## src/rtl/nsd_pkg.sv

```systemverilog
// Shared types, constants and helper functions for the noise-shaped dither core.
// No dependencies; every other file in the project imports this package.
`timescale 1ns / 1ps

package nsd_pkg;

    localparam int IN_W         = 32;  // input sample, Q1.31
    localparam int OUT_W        = 24;  // output sample port
    localparam int ST_W         = 32;  // state entries, Q8.24
    localparam int FRAC         = 24;  // fractional bits of internal values
    localparam int ACC_W        = 36;  // running noise accumulator
    localparam int STAGES_DEF   = 16;
    localparam int OUT_BITS_DEF = 24;
    localparam int RAM_AW_MAX   = 5;   // address field wide enough for 32 stages

    localparam logic signed [ST_W-1:0] K097  = 32'sd16273900;  // 0.97 in Q.24
    localparam logic signed [ST_W-1:0] K0475 = 32'sd7969178;   // 0.475 in Q.24

    localparam logic signed [63:0] ST_MAX64 = 64'sd2147483647;
    localparam logic signed [63:0] ST_MIN64 = -64'sd2147483648;

    typedef enum logic [3:0] {
        S_IDLE,
        S_RD,
        S_WR,
        S_M1,
        S_M2,
        S_M3,
        S_UPD,
        S_M4,
        S_SUM,
        S_OUT
    } t_state;

    typedef struct packed {
        logic                   rd_en;
        logic                   we;
        logic [RAM_AW_MAX-1:0]  addr;
        logic signed [ST_W-1:0] wdata;
    } t_ram_req;

    // Saturate a wide signed value to the 32-bit state range.
    function automatic logic signed [ST_W-1:0] sat_st(input logic signed [63:0] v);
        logic signed [ST_W-1:0] r;
        if (v > ST_MAX64) begin
            r = ST_MAX64[ST_W-1:0];
        end else if (v < ST_MIN64) begin
            r = ST_MIN64[ST_W-1:0];
        end else begin
            r = v[ST_W-1:0];
        end
        return r;
    endfunction

    // One step of the xorshift32 generator.
    function automatic logic [31:0] xs32(input logic [31:0] x);
        logic [31:0] t;
        t = x ^ (x << 13);
        t = t ^ (t >> 17);
        t = t ^ (t << 5);
        return t;
    endfunction

    // Top 16 bits of the generator value minus one half, in Q.24 units:
    // ((x >> 16) << 8) - 2^23 is the top bit flipped, then 8 zero bits.
    function automatic logic signed [23:0] unif(input logic [31:0] x);
        return {~x[31], x[30:16], 8'h00};
    endfunction

endpackage

```

## src/rtl/nsd_in_if.sv

```systemverilog
// Input channel of the dither core: valid/ready handshake with one Q1.31 sample.
// Depends on nsd_pkg for the payload width.
`timescale 1ns / 1ps

interface nsd_in_if;
    import nsd_pkg::*;

    logic                   valid;
    logic                   ready;
    logic signed [IN_W-1:0] in_sample;

    modport source (output valid, output in_sample, input ready);
    modport sink   (input valid, input in_sample, output ready);
endinterface

```

## src/rtl/nsd_out_if.sv

```systemverilog
// Output channel of the dither core: valid/ready handshake with the dithered sample.
// Depends on nsd_pkg for the payload width.
`timescale 1ns / 1ps

interface nsd_out_if;
    import nsd_pkg::*;

    logic                    valid;
    logic                    ready;
    logic signed [OUT_W-1:0] out_sample;
    logic                    clipped;

    modport source (output valid, output out_sample, output clipped, input ready);
    modport sink   (input valid, input out_sample, input clipped, output ready);
endinterface

```

## src/rtl/nsd_stage_ram.sv

```systemverilog
// Shaping-stage state memory: one port with a shared address for read and write, registered read data.
// Per-entry valid bits make every entry read as zero after reset. Depends on nsd_pkg.
`timescale 1ns / 1ps

module nsd_stage_ram #(
    parameter int DEPTH = nsd_pkg::STAGES_DEF
) (
    input  logic                           i_clk,
    input  logic                           i_rst_n,
    input  nsd_pkg::t_ram_req              i_req,
    output logic signed [nsd_pkg::ST_W-1:0] o_rd_data
);
    import nsd_pkg::*;

    localparam int AW = (DEPTH > 1) ? $clog2(DEPTH) : 1;

    logic signed [ST_W-1:0] r_mem [DEPTH];
    logic [DEPTH-1:0]       r_vld;
    logic signed [ST_W-1:0] r_rd_data;
    logic                   r_rd_vld;
    logic [AW-1:0]          w_addr;

    assign w_addr = i_req.addr[AW-1:0];

    always_ff @(posedge i_clk) begin
        if (i_req.we) begin
            r_mem[w_addr] <= i_req.wdata;
        end
        if (i_req.rd_en) begin
            r_rd_data <= r_mem[w_addr];
        end
    end

    always_ff @(posedge i_clk) begin
        if (!i_rst_n) begin
            r_vld    <= '0;
            r_rd_vld <= 1'b0;
        end else begin
            if (i_req.we) begin
                r_vld[w_addr] <= 1'b1;
            end
            if (i_req.rd_en) begin
                r_rd_vld <= r_vld[w_addr];
            end
        end
    end

    // An entry never written since reset reads as zero through its valid bit.
    assign o_rd_data = r_rd_vld ? r_rd_data : '0;

endmodule

```

## src/rtl/noise_shaped_dither_24bit_core.sv

```systemverilog
// Top level of the noise-shaped dither quantizer.
// Depends on nsd_pkg, nsd_in_if, nsd_out_if and nsd_stage_ram.
`timescale 1ns / 1ps

// Usage
// i_in carries one Q1.31 audio sample per transaction; o_out returns one
// OUT_BITS-wide dithered sample, sign-extended to 24 bits, with a clip flag.
// i_cfg_we / i_cfg_wdata load the noise seed (zero is taken as one) straight
// into the random generator; write it only while the core is idle.
// Each sample walks the STAGES shaping stages in turn through the stage memory
// (read, then modify and write back), and then runs the error-feedback term
// through one shared 32x32 multiplier in six steps. In S_OUT the result goes
// into the output register once it is free, and o_out.valid rises; the core
// takes no new sample until the current one has left S_OUT.
// i_in.ready is high only while the core is idle.
// The result sits in an output register; a new sample can be accepted while
// it waits. If the receiver still stalls when the next result is done, the
// core holds that result and accepts nothing until the register frees.
// Reset (synchronous, active low) clears all stage state and the feedback
// terms, sets the seed to one and drops o_out.valid.
module noise_shaped_dither_24bit_core #(
    parameter int STAGES   = nsd_pkg::STAGES_DEF,
    parameter int OUT_BITS = nsd_pkg::OUT_BITS_DEF
) (
    input  logic        i_clk,
    input  logic        i_rst_n,
    nsd_in_if.sink      i_in,
    nsd_out_if.source   o_out,
    input  logic        i_cfg_we,
    input  logic [31:0] i_cfg_wdata
);
    import nsd_pkg::*;

    localparam int AW = (STAGES > 1) ? $clog2(STAGES) : 1;
    localparam int XW = IN_W + OUT_BITS - 8;
    localparam int SW = ((XW > ACC_W) ? XW : ACC_W) + 2;
    localparam int FW = SW - FRAC;
    localparam logic signed [FW-1:0]    F_HI = FW'((64'sd1 <<< (OUT_BITS - 1)) - 64'sd1);
    localparam logic signed [FW-1:0]    F_LO = FW'(-(64'sd1 <<< (OUT_BITS - 1)));
    localparam logic signed [OUT_W-1:0] O_HI = OUT_W'(F_HI);
    localparam logic signed [OUT_W-1:0] O_LO = OUT_W'(F_LO);
    localparam logic [AW-1:0]           LAST_IDX = AW'(STAGES - 1);

    t_state r_state, n_state;

    logic [AW-1:0]           r_idx;
    logic [31:0]             r_rng;
    logic signed [ST_W-1:0]  r_odd;
    logic signed [ST_W-1:0]  r_perr;
    logic signed [ST_W-1:0]  r_n;
    logic signed [ACC_W-1:0] r_a;
    logic signed [ACC_W-1:0] r_ap;
    logic signed [XW-1:0]    r_x;
    logic signed [63:0]      r_p;
    logic signed [SW-1:0]    r_sum;
    logic                    r_out_vld;
    logic signed [OUT_W-1:0] r_out_sample;
    logic                    r_out_clip;

    logic                    w_accept;
    logic                    w_last;
    logic                    w_slot_free;
    logic signed [XW-1:0]    w_x_ext;
    logic [31:0]             w_rng_nx;
    logic signed [ST_W-1:0]  w_st;
    logic signed [ACC_W:0]   w_st_sum;
    logic signed [ST_W-1:0]  w_st_new;
    logic signed [ST_W-1:0]  w_odd_off;
    logic signed [ST_W-1:0]  w_ma;
    logic signed [ST_W-1:0]  w_mb;
    logic signed [63:0]      w_prod;
    logic signed [ST_W-1:0]  w_c;
    logic signed [ST_W-1:0]  w_n1;
    logic signed [ST_W-1:0]  w_n2;
    logic signed [FW-1:0]    w_f;
    logic signed [SW-1:0]    w_fl;
    logic signed [SW:0]      w_err;
    logic signed [FW-1:0]    w_f_sat;
    logic                    w_clip;
    t_ram_req                w_req;

    assign w_accept    = i_in.valid && i_in.ready;
    assign w_last      = (r_idx == LAST_IDX);
    assign w_slot_free = !r_out_vld || o_out.ready;
    assign i_in.ready  = (r_state == S_IDLE);

    // Stage memory access: read in S_RD, write back in S_WR.
    assign w_req.rd_en = (r_state == S_RD);
    assign w_req.we    = (r_state == S_WR);
    assign w_req.addr  = RAM_AW_MAX'(r_idx);
    assign w_req.wdata = w_st_new;

    nsd_stage_ram #(
        .DEPTH (STAGES)
    ) u_stage_ram (
        .i_clk     (i_clk),
        .i_rst_n   (i_rst_n),
        .i_req     (w_req),
        .o_rd_data (w_st)
    );

    assign w_x_ext  = XW'(i_in.in_sample);
    assign w_rng_nx = xs32(r_rng);

    // Stage update: state = sat((state + a) / 2), then a loses the new state.
    assign w_st_sum = (ACC_W + 1)'(w_st) + (ACC_W + 1)'(r_ap);
    assign w_st_new = sat_st(64'(w_st_sum >>> 1));

    // Offset by 0.97: a value at or above 0.97 drops by 0.97, a negative one rises by it,
    // a value from zero up to below 0.97 comes back unchanged, and none of the three arms can overflow.
    always_comb begin
        if (r_odd >= K097) begin
            w_odd_off = r_odd - K097;
        end else if (r_odd < 0) begin
            w_odd_off = r_odd + K097;
        end else begin
            w_odd_off = r_odd;
        end
    end

    // Shared multiplier operands.
    always_comb begin
        unique case (r_state)
            S_M2: begin
                w_ma = sat_st(r_p >>> FRAC);
                w_mb = r_n;
            end
            S_M3: begin
                w_ma = sat_st(r_p >>> FRAC);
                w_mb = K0475;
            end
            S_M4: begin
                w_ma = r_n;
                w_mb = K0475;
            end
            default: begin
                w_ma = r_n;
                w_mb = r_n;
            end
        endcase
    end

    assign w_prod = w_ma * w_mb;

    assign w_c  = ST_W'(r_p >>> FRAC);
    assign w_n1 = sat_st(64'(r_n) - 64'(w_c));
    assign w_n2 = sat_st(64'(w_n1) + 64'(r_perr));

    // Floor to an integer, error before saturation, then clamp to OUT_BITS.
    assign w_f   = r_sum[SW-1:FRAC];
    assign w_fl  = {r_sum[SW-1:FRAC], {FRAC{1'b0}}};
    assign w_err = (SW + 1)'(w_fl) - (SW + 1)'(r_x);

    always_comb begin
        if (w_f > F_HI) begin
            w_f_sat = F_HI;
            w_clip  = 1'b1;
        end else if (w_f < F_LO) begin
            w_f_sat = F_LO;
            w_clip  = 1'b1;
        end else begin
            w_f_sat = w_f;
            w_clip  = 1'b0;
        end
    end

    always_comb begin
        n_state = r_state;
        unique case (r_state)
            S_IDLE: begin
                if (w_accept) begin
                    n_state = S_RD;
                end
            end
            S_RD:  n_state = S_WR;
            S_WR: begin
                n_state = w_last ? S_M1 : S_RD;
            end
            S_M1:  n_state = S_M2;
            S_M2:  n_state = S_M3;
            S_M3:  n_state = S_UPD;
            S_UPD: n_state = S_M4;
            S_M4:  n_state = S_SUM;
            S_SUM: n_state = S_OUT;
            S_OUT: begin
                if (w_slot_free) begin
                    n_state = S_IDLE;
                end
            end
            default: n_state = S_IDLE;
        endcase
    end

    always_ff @(posedge i_clk) begin
        if (!i_rst_n) begin
            r_state <= S_IDLE;
        end else begin
            r_state <= n_state;
        end
    end

    // Control and persistent state.
    always_ff @(posedge i_clk) begin
        if (!i_rst_n) begin
            r_idx     <= '0;
            r_rng     <= 32'd1;
            r_odd     <= '0;
            r_perr    <= '0;
            r_out_vld <= 1'b0;
        end else begin
            if (i_cfg_we) begin
                r_rng <= (i_cfg_wdata == 32'd0) ? 32'd1 : i_cfg_wdata;
            end else if (r_state == S_RD) begin
                r_rng <= w_rng_nx;
            end

            if (w_accept) begin
                r_idx <= '0;
            end else if (r_state == S_WR && !w_last) begin
                r_idx <= r_idx + 1'b1;
            end

            if (r_state == S_UPD) begin
                r_odd <= w_n2;
            end

            if (r_state == S_OUT && w_slot_free) begin
                r_perr    <= sat_st(64'(w_err));
                r_out_vld <= 1'b1;
            end else if (o_out.ready) begin
                r_out_vld <= 1'b0;
            end
        end
    end

    // Datapath registers.
    always_ff @(posedge i_clk) begin
        if (w_accept) begin
            r_x <= w_x_ext <<< (OUT_BITS - 8);
            r_a <= '0;
            r_n <= w_odd_off;
        end
        unique case (r_state)
            S_RD:  r_ap <= r_a + ACC_W'(unif(w_rng_nx));
            S_WR:  r_a  <= r_ap - ACC_W'(w_st_new);
            S_M1, S_M2, S_M3, S_M4: r_p <= w_prod;
            S_UPD: r_n  <= w_n2;
            S_SUM: r_sum <= SW'(r_a) + SW'(r_x) + SW'(r_p >>> FRAC);
            S_OUT: begin
                if (w_slot_free) begin
                    r_out_sample <= OUT_W'(w_f_sat);
                    r_out_clip   <= w_clip;
                end
            end
            default: ;
        endcase
    end

    assign o_out.valid      = r_out_vld;
    assign o_out.out_sample = r_out_sample;
    assign o_out.clipped    = r_out_clip;

`ifndef SYNTH
    a_accept_starts: assert property (@(posedge i_clk) disable iff (!i_rst_n)
        (i_in.valid && i_in.ready) |=> (r_state == S_RD))
        else $error("accepted transaction did not start the stage walk");

    a_ram_one_access: assert property (@(posedge i_clk) disable iff (!i_rst_n)
        !(w_req.rd_en && w_req.we))
        else $error("stage memory read and written in the same cycle");

    a_stage_walk_end: assert property (@(posedge i_clk) disable iff (!i_rst_n)
        (r_state == S_WR && w_last) |=> (r_state == S_M1))
        else $error("last stage write not followed by feedback term");

    a_rng_nonzero: assert property (@(posedge i_clk) disable iff (!i_rst_n)
        r_rng != 32'd0)
        else $error("random generator locked at zero");

    a_clip_at_limit: assert property (@(posedge i_clk) disable iff (!i_rst_n)
        (o_out.valid && o_out.clipped) |->
            (o_out.out_sample == O_HI || o_out.out_sample == O_LO))
        else $error("clip flag set on a sample inside the range");
`endif

endmodule

```

## src/flat_wrapper.sv

```systemverilog
// flat-port wrapper written by rule: the top's interface ports become plain ports
module noise_shaped_dither_24bit_core_flat import nsd_pkg::*;
#(
    parameter int STAGES   = nsd_pkg::STAGES_DEF,
    parameter int OUT_BITS = nsd_pkg::OUT_BITS_DEF
)
  (i_clk, i_rst_n, i_cfg_we, i_cfg_wdata, i_in_valid, i_in_in_sample, i_in_ready, o_out_valid, o_out_out_sample, o_out_clipped, o_out_ready);
  nsd_in_if i_in_i ();
  nsd_out_if o_out_i ();
  input  logic i_clk;
  input  logic i_rst_n;
  input  logic i_cfg_we;
  input  logic [31:0] i_cfg_wdata;
  input wire logic [$bits(i_in_i.valid)-1:0] i_in_valid;
  input wire logic [$bits(i_in_i.in_sample)-1:0] i_in_in_sample;
  output wire logic [$bits(i_in_i.ready)-1:0] i_in_ready;
  output wire logic [$bits(o_out_i.valid)-1:0] o_out_valid;
  output wire logic [$bits(o_out_i.out_sample)-1:0] o_out_out_sample;
  output wire logic [$bits(o_out_i.clipped)-1:0] o_out_clipped;
  input wire logic [$bits(o_out_i.ready)-1:0] o_out_ready;
  assign i_in_i.valid = i_in_valid;
  assign i_in_i.in_sample = i_in_in_sample;
  assign i_in_ready = i_in_i.ready;
  assign o_out_valid = o_out_i.valid;
  assign o_out_out_sample = o_out_i.out_sample;
  assign o_out_clipped = o_out_i.clipped;
  assign o_out_i.ready = o_out_ready;
  noise_shaped_dither_24bit_core #(.STAGES(STAGES), .OUT_BITS(OUT_BITS)) u_core (.i_clk(i_clk), .i_rst_n(i_rst_n), .i_in(i_in_i), .o_out(o_out_i), .i_cfg_we(i_cfg_we), .i_cfg_wdata(i_cfg_wdata));
endmodule
```

## config.mk

```make
export PLATFORM = sky130hd
export DESIGN_NAME = noise_shaped_dither_24bit_core_flat
export DESIGN_NICKNAME = d
export VERILOG_FILES = /design/src/rtl/nsd_pkg.sv /design/src/rtl/nsd_in_if.sv /design/src/rtl/nsd_out_if.sv /design/src/rtl/nsd_stage_ram.sv /design/src/rtl/noise_shaped_dither_24bit_core.sv /design/src/flat_wrapper.sv
export SDC_FILE = /design/constraint.sdc
export NUM_CORES = 2
export LEC_CHECK = 0
export BUFFER_PORTS_ARGS = -buffer_cell sky130_fd_sc_hd__buf_2
export CORE_MARGIN = 2
export CORE_UTILIZATION = 25
export DETAILED_ROUTE_END_ITERATION = 8
export PLACE_DENSITY = 0.49
export SYNTH_ARGS = -nofsm -noshare
export SYNTH_HDL_FRONTEND = slang
export SYNTH_SLANG_ARGS = --single-unit
export TNS_END_PERCENT = 30
```

## constraint.sdc

```tcl
create_clock -name i_clk -period 9.7 [get_ports i_clk]
set_input_delay 0.97 -clock i_clk [delete_from_list [all_inputs] [get_ports i_clk]]
set_output_delay 0.97 -clock i_clk [all_outputs]
set_load 0.05 [all_outputs]
```

==> metrics.md <==
| Metric | Value |
|---|---|
| Asr flop ratio synth | 0% |
| Core Area | 325000 um^2 |
| Synth Area per Inst | 10.6 um^2 |
| Drt first-iter violations | 4414 |
| Routed WL | around 270 mm |
| Worst path max stage delay | 0.57 ns |
| CTS max path bufs | 3 |
| Outcome | finished clean |
| Final setup violation count | 0 |
| Root buffer cell | clkbuf_16 |
| Hold depth | 1 |
| Maximum clock rate | 106 MHz |
| Synth unique cells | 95 |
| Die area | 331000 um^2 |
| Critical Path RT | 10.17 ns |
| # hold bufs at CTS | 0 |
| Clock latency at the later pin of the worst-skew pair | 0.75 ns |
| Global-route wire length before repair | 408 mm |
| Flops & latches, synth | 878 |
| Final cell count without fillers | 12500 |
| Cell area after synthesis | 81600 um^2 |
| Relative slew margins | 22.4% |
| DP Cell Count | ~12000 |
| H-tree depth | 3 |
| Worst flop-to-flop path startpoint | u_core.r_p[60] |
| Wire length per cell | ~22 um |
| Worst hold margin | 0.436 ns |
| Main synth FF type | edfxtp_1 |
| Vias | 58300 |
| Via count of the first global-routing pass | 61800 |
| Setup crit end kind | flip-flop |
| Most common cell after layout, fill and taps aside | inv_1 |
| RSZ-0062 raised after global routing | true |
| Core Util, Final | 29.2% |
| 1st-pass router iterations | 6 |
| Via density | 4.65 |
| Reg-to-reg endpoint | u_core.r_p[55] |
| Final Hold Viols | 0 |
| # rows | 209 |
| CP Launch Type | flip-flop |
| GPL Wtd Cong | 0.952 |
| Slowest CP cell | fa_1 |
| Die height | approximately 580 um |
| I/O pin total | 96 |
| Critical path startpoint | u_core.r_p[60] |
| Most frequent CP cell | fa_1 |
| Clock buffer count from CTS | 96 |
| DRC errors left | 0 |
| Synth top area share | 28.4% |
| Dominant cell type by area after synthesis | edfxtp_1 |
| HPWL after DPL | ~220 mm |
| Least-Margin Pin Slew | around 1.2 ns |
| Minimum clock period | 9.45 ns |
| Hold crit path type | in2reg |
| Pin count of the biggest net entering global routing | around 100 |
| Initial core utilization | 25.1% |
| Crit Path Class | reg2reg |
| CTS tree | built |
| Arr. time, crit path | 9.91 ns |
| Clk_skew | between 0.05 and 0.06 ns |
| Worst reg-to-reg path cell count | 40 |
| EDFF count, synth | 771 |
| Register area share after synthesis | 31.0% |
| Clk sink count | 878 |
| Total gr overflow | 0 |
| Worst-path fanout max | 11 |
| R2R Setup Slk | 0.25 ns |
| Layout Nets | 9713 |
| Max-slew violations | 0 |
| Share of layout cells above drive strength 1 | 13.4% |
| Synth area leaders | edfxtp_1 28%, fa_1 27%, ha_1 6.7%, inv_1 5.6%, mux4_2 4.6% |
| Max cap viols | 0 |
| Port bufs | 95 |
| Final period utilization | 97.4% |
| YS warnings | 0 |
| Die width | 575 um |
| Post-synth net total | 9295 |
| P&R area growth vs syn | 16.0% |
| Gr usage total | between 15 and 20% |
| Clock transition at path regs | ~0.06 ns |
| Most frequent cells in the layout | 1211 x inv_1, 1114 x fa_1, 846 x nor2_1, 771 x edfxtp_1, 734 x nand2_1 |
| Initial antenna violation count | 9 |
| Final ANT Viol Nets | 0 |
| Hold Startpoint | i_in_in_sample[27] |
| Hold Crit Endpoint | u_core.r_x[43] |
| Cells after synthesis | approximately 7700 |
-- metrics by stage --
stage	setup WS [ns]	cell area, um^2	setup TNS, ns
final	0.253	94700	0
after global routing	-0.0742	94600	-0.344
after CTS	0.0105	94300	0
after detailed placement	-0.313	91100	-0.492
after global placement	-0.411	91100	-0.780
after floorplan	0.410	81600	0
-- synth_stat cells (40+ instances only) --
cell	number
edfxtp_1	771
a21o_1	183
nor2_1	870
clkbuf_1	297
dfxtp_1	107
inv_1	1213
o21a_1	73
nand2b_1	44
nor2b_1	53
fa_1	1118
xnor2_1	202
nand2_1	736
a21oi_1	367
nand3_1	69
mux4_2	165
and2_1	54
nor3_1	62
ha_1	436
and3_1	40
o21ai_0	192
xor2_1	109
-- logic make-up after synthesis --
family	synth area share, %
buffers and inverters	7.16
XOR/XNOR	3.36
adder cells (fa/ha/maj)	34.2
multiplexers	4.71
flip-flops	31.0
AND/OR/NAND/NOR	11.0
AO/OA/AOI/OAI	8.53
-- how the worst max path moves through the flow --
stage,cells past startpoint,to,slack [ns]
detailed placement,39,u_core.r_p[55],-0.31
global route,40,u_core.r_p[55],-0.07
finish,40,u_core.r_p[55],0.25
floorplan,32,u_core.r_p[55],0.41
CTS,37,u_core.r_p[55],0.01
global placement,36,u_core.r_p[55],-0.41
-- per-layer routing --
metal | part of all wire [%] | wire length [um] | global-route usage, %
met5 | 0 | 0 | 0
met4 | 3.1 | 8410 | 4.71
met3 | 4.5 | 12100 | 1.85
met2 | 49 | 132000 | 27.9
met1 | 44 | 119000 | 21.9
-- critical path: cells and delay by family (launching register included) --
family | cells | cell delay (ns)
simple gates | 7 | 1.02
flops | 1 | 0.45
compound gates | 10 | 1.42
buf+inv | 14 | 1.85
fa+ha+maj | 9 | 4.43
-- area by class of cell --
| cell class | instances | area [um^2] |
|---|---|---|
| diodes | 39 | 97.6 |
| clock buffers | 126 | 2610 |
| clock inverters | 52 | 543 |
| fillers | 33500 | 230000 |
| inverters | 1217 | 4570 |
| multi-input cells | 5245 | 50900 |
| flip-flops and latches | 878 | 25300 |
| well taps | 4325 | 5410 |
| repair buffers | 652 | 5240 |
-- flip-flops by register name, summed over array words and instances, names as in the netlist, 4 cells and up --
register	count
u_core.r_p	40
u_core.r_perr	17
u_core.r_ap	36
u_core.r_x	32
u_core.u_stage_ram.r_mem	512
u_core.r_odd	32
u_core.r_rng	32
u_core.u_stage_ram.r_vld	16
u_core.u_stage_ram.r_rd_data	32
u_core.r_state	4
u_core.r_sum	26
u_core.o_out.out_sample	24
u_core.r_idx	4
u_core.r_n	32
u_core.r_a	36
-- what timing repair did --
item	in CTS	in global routing
gates cloned	0	1
gates resized for setup	17	35
pin swaps	1	10
setup buffers	0	11
setup endpoints to repair	6	13
Power is left out: the tool's default activity adds up to more than one toggle a clock period on the data nets, which glitch-free logic cannot reach.
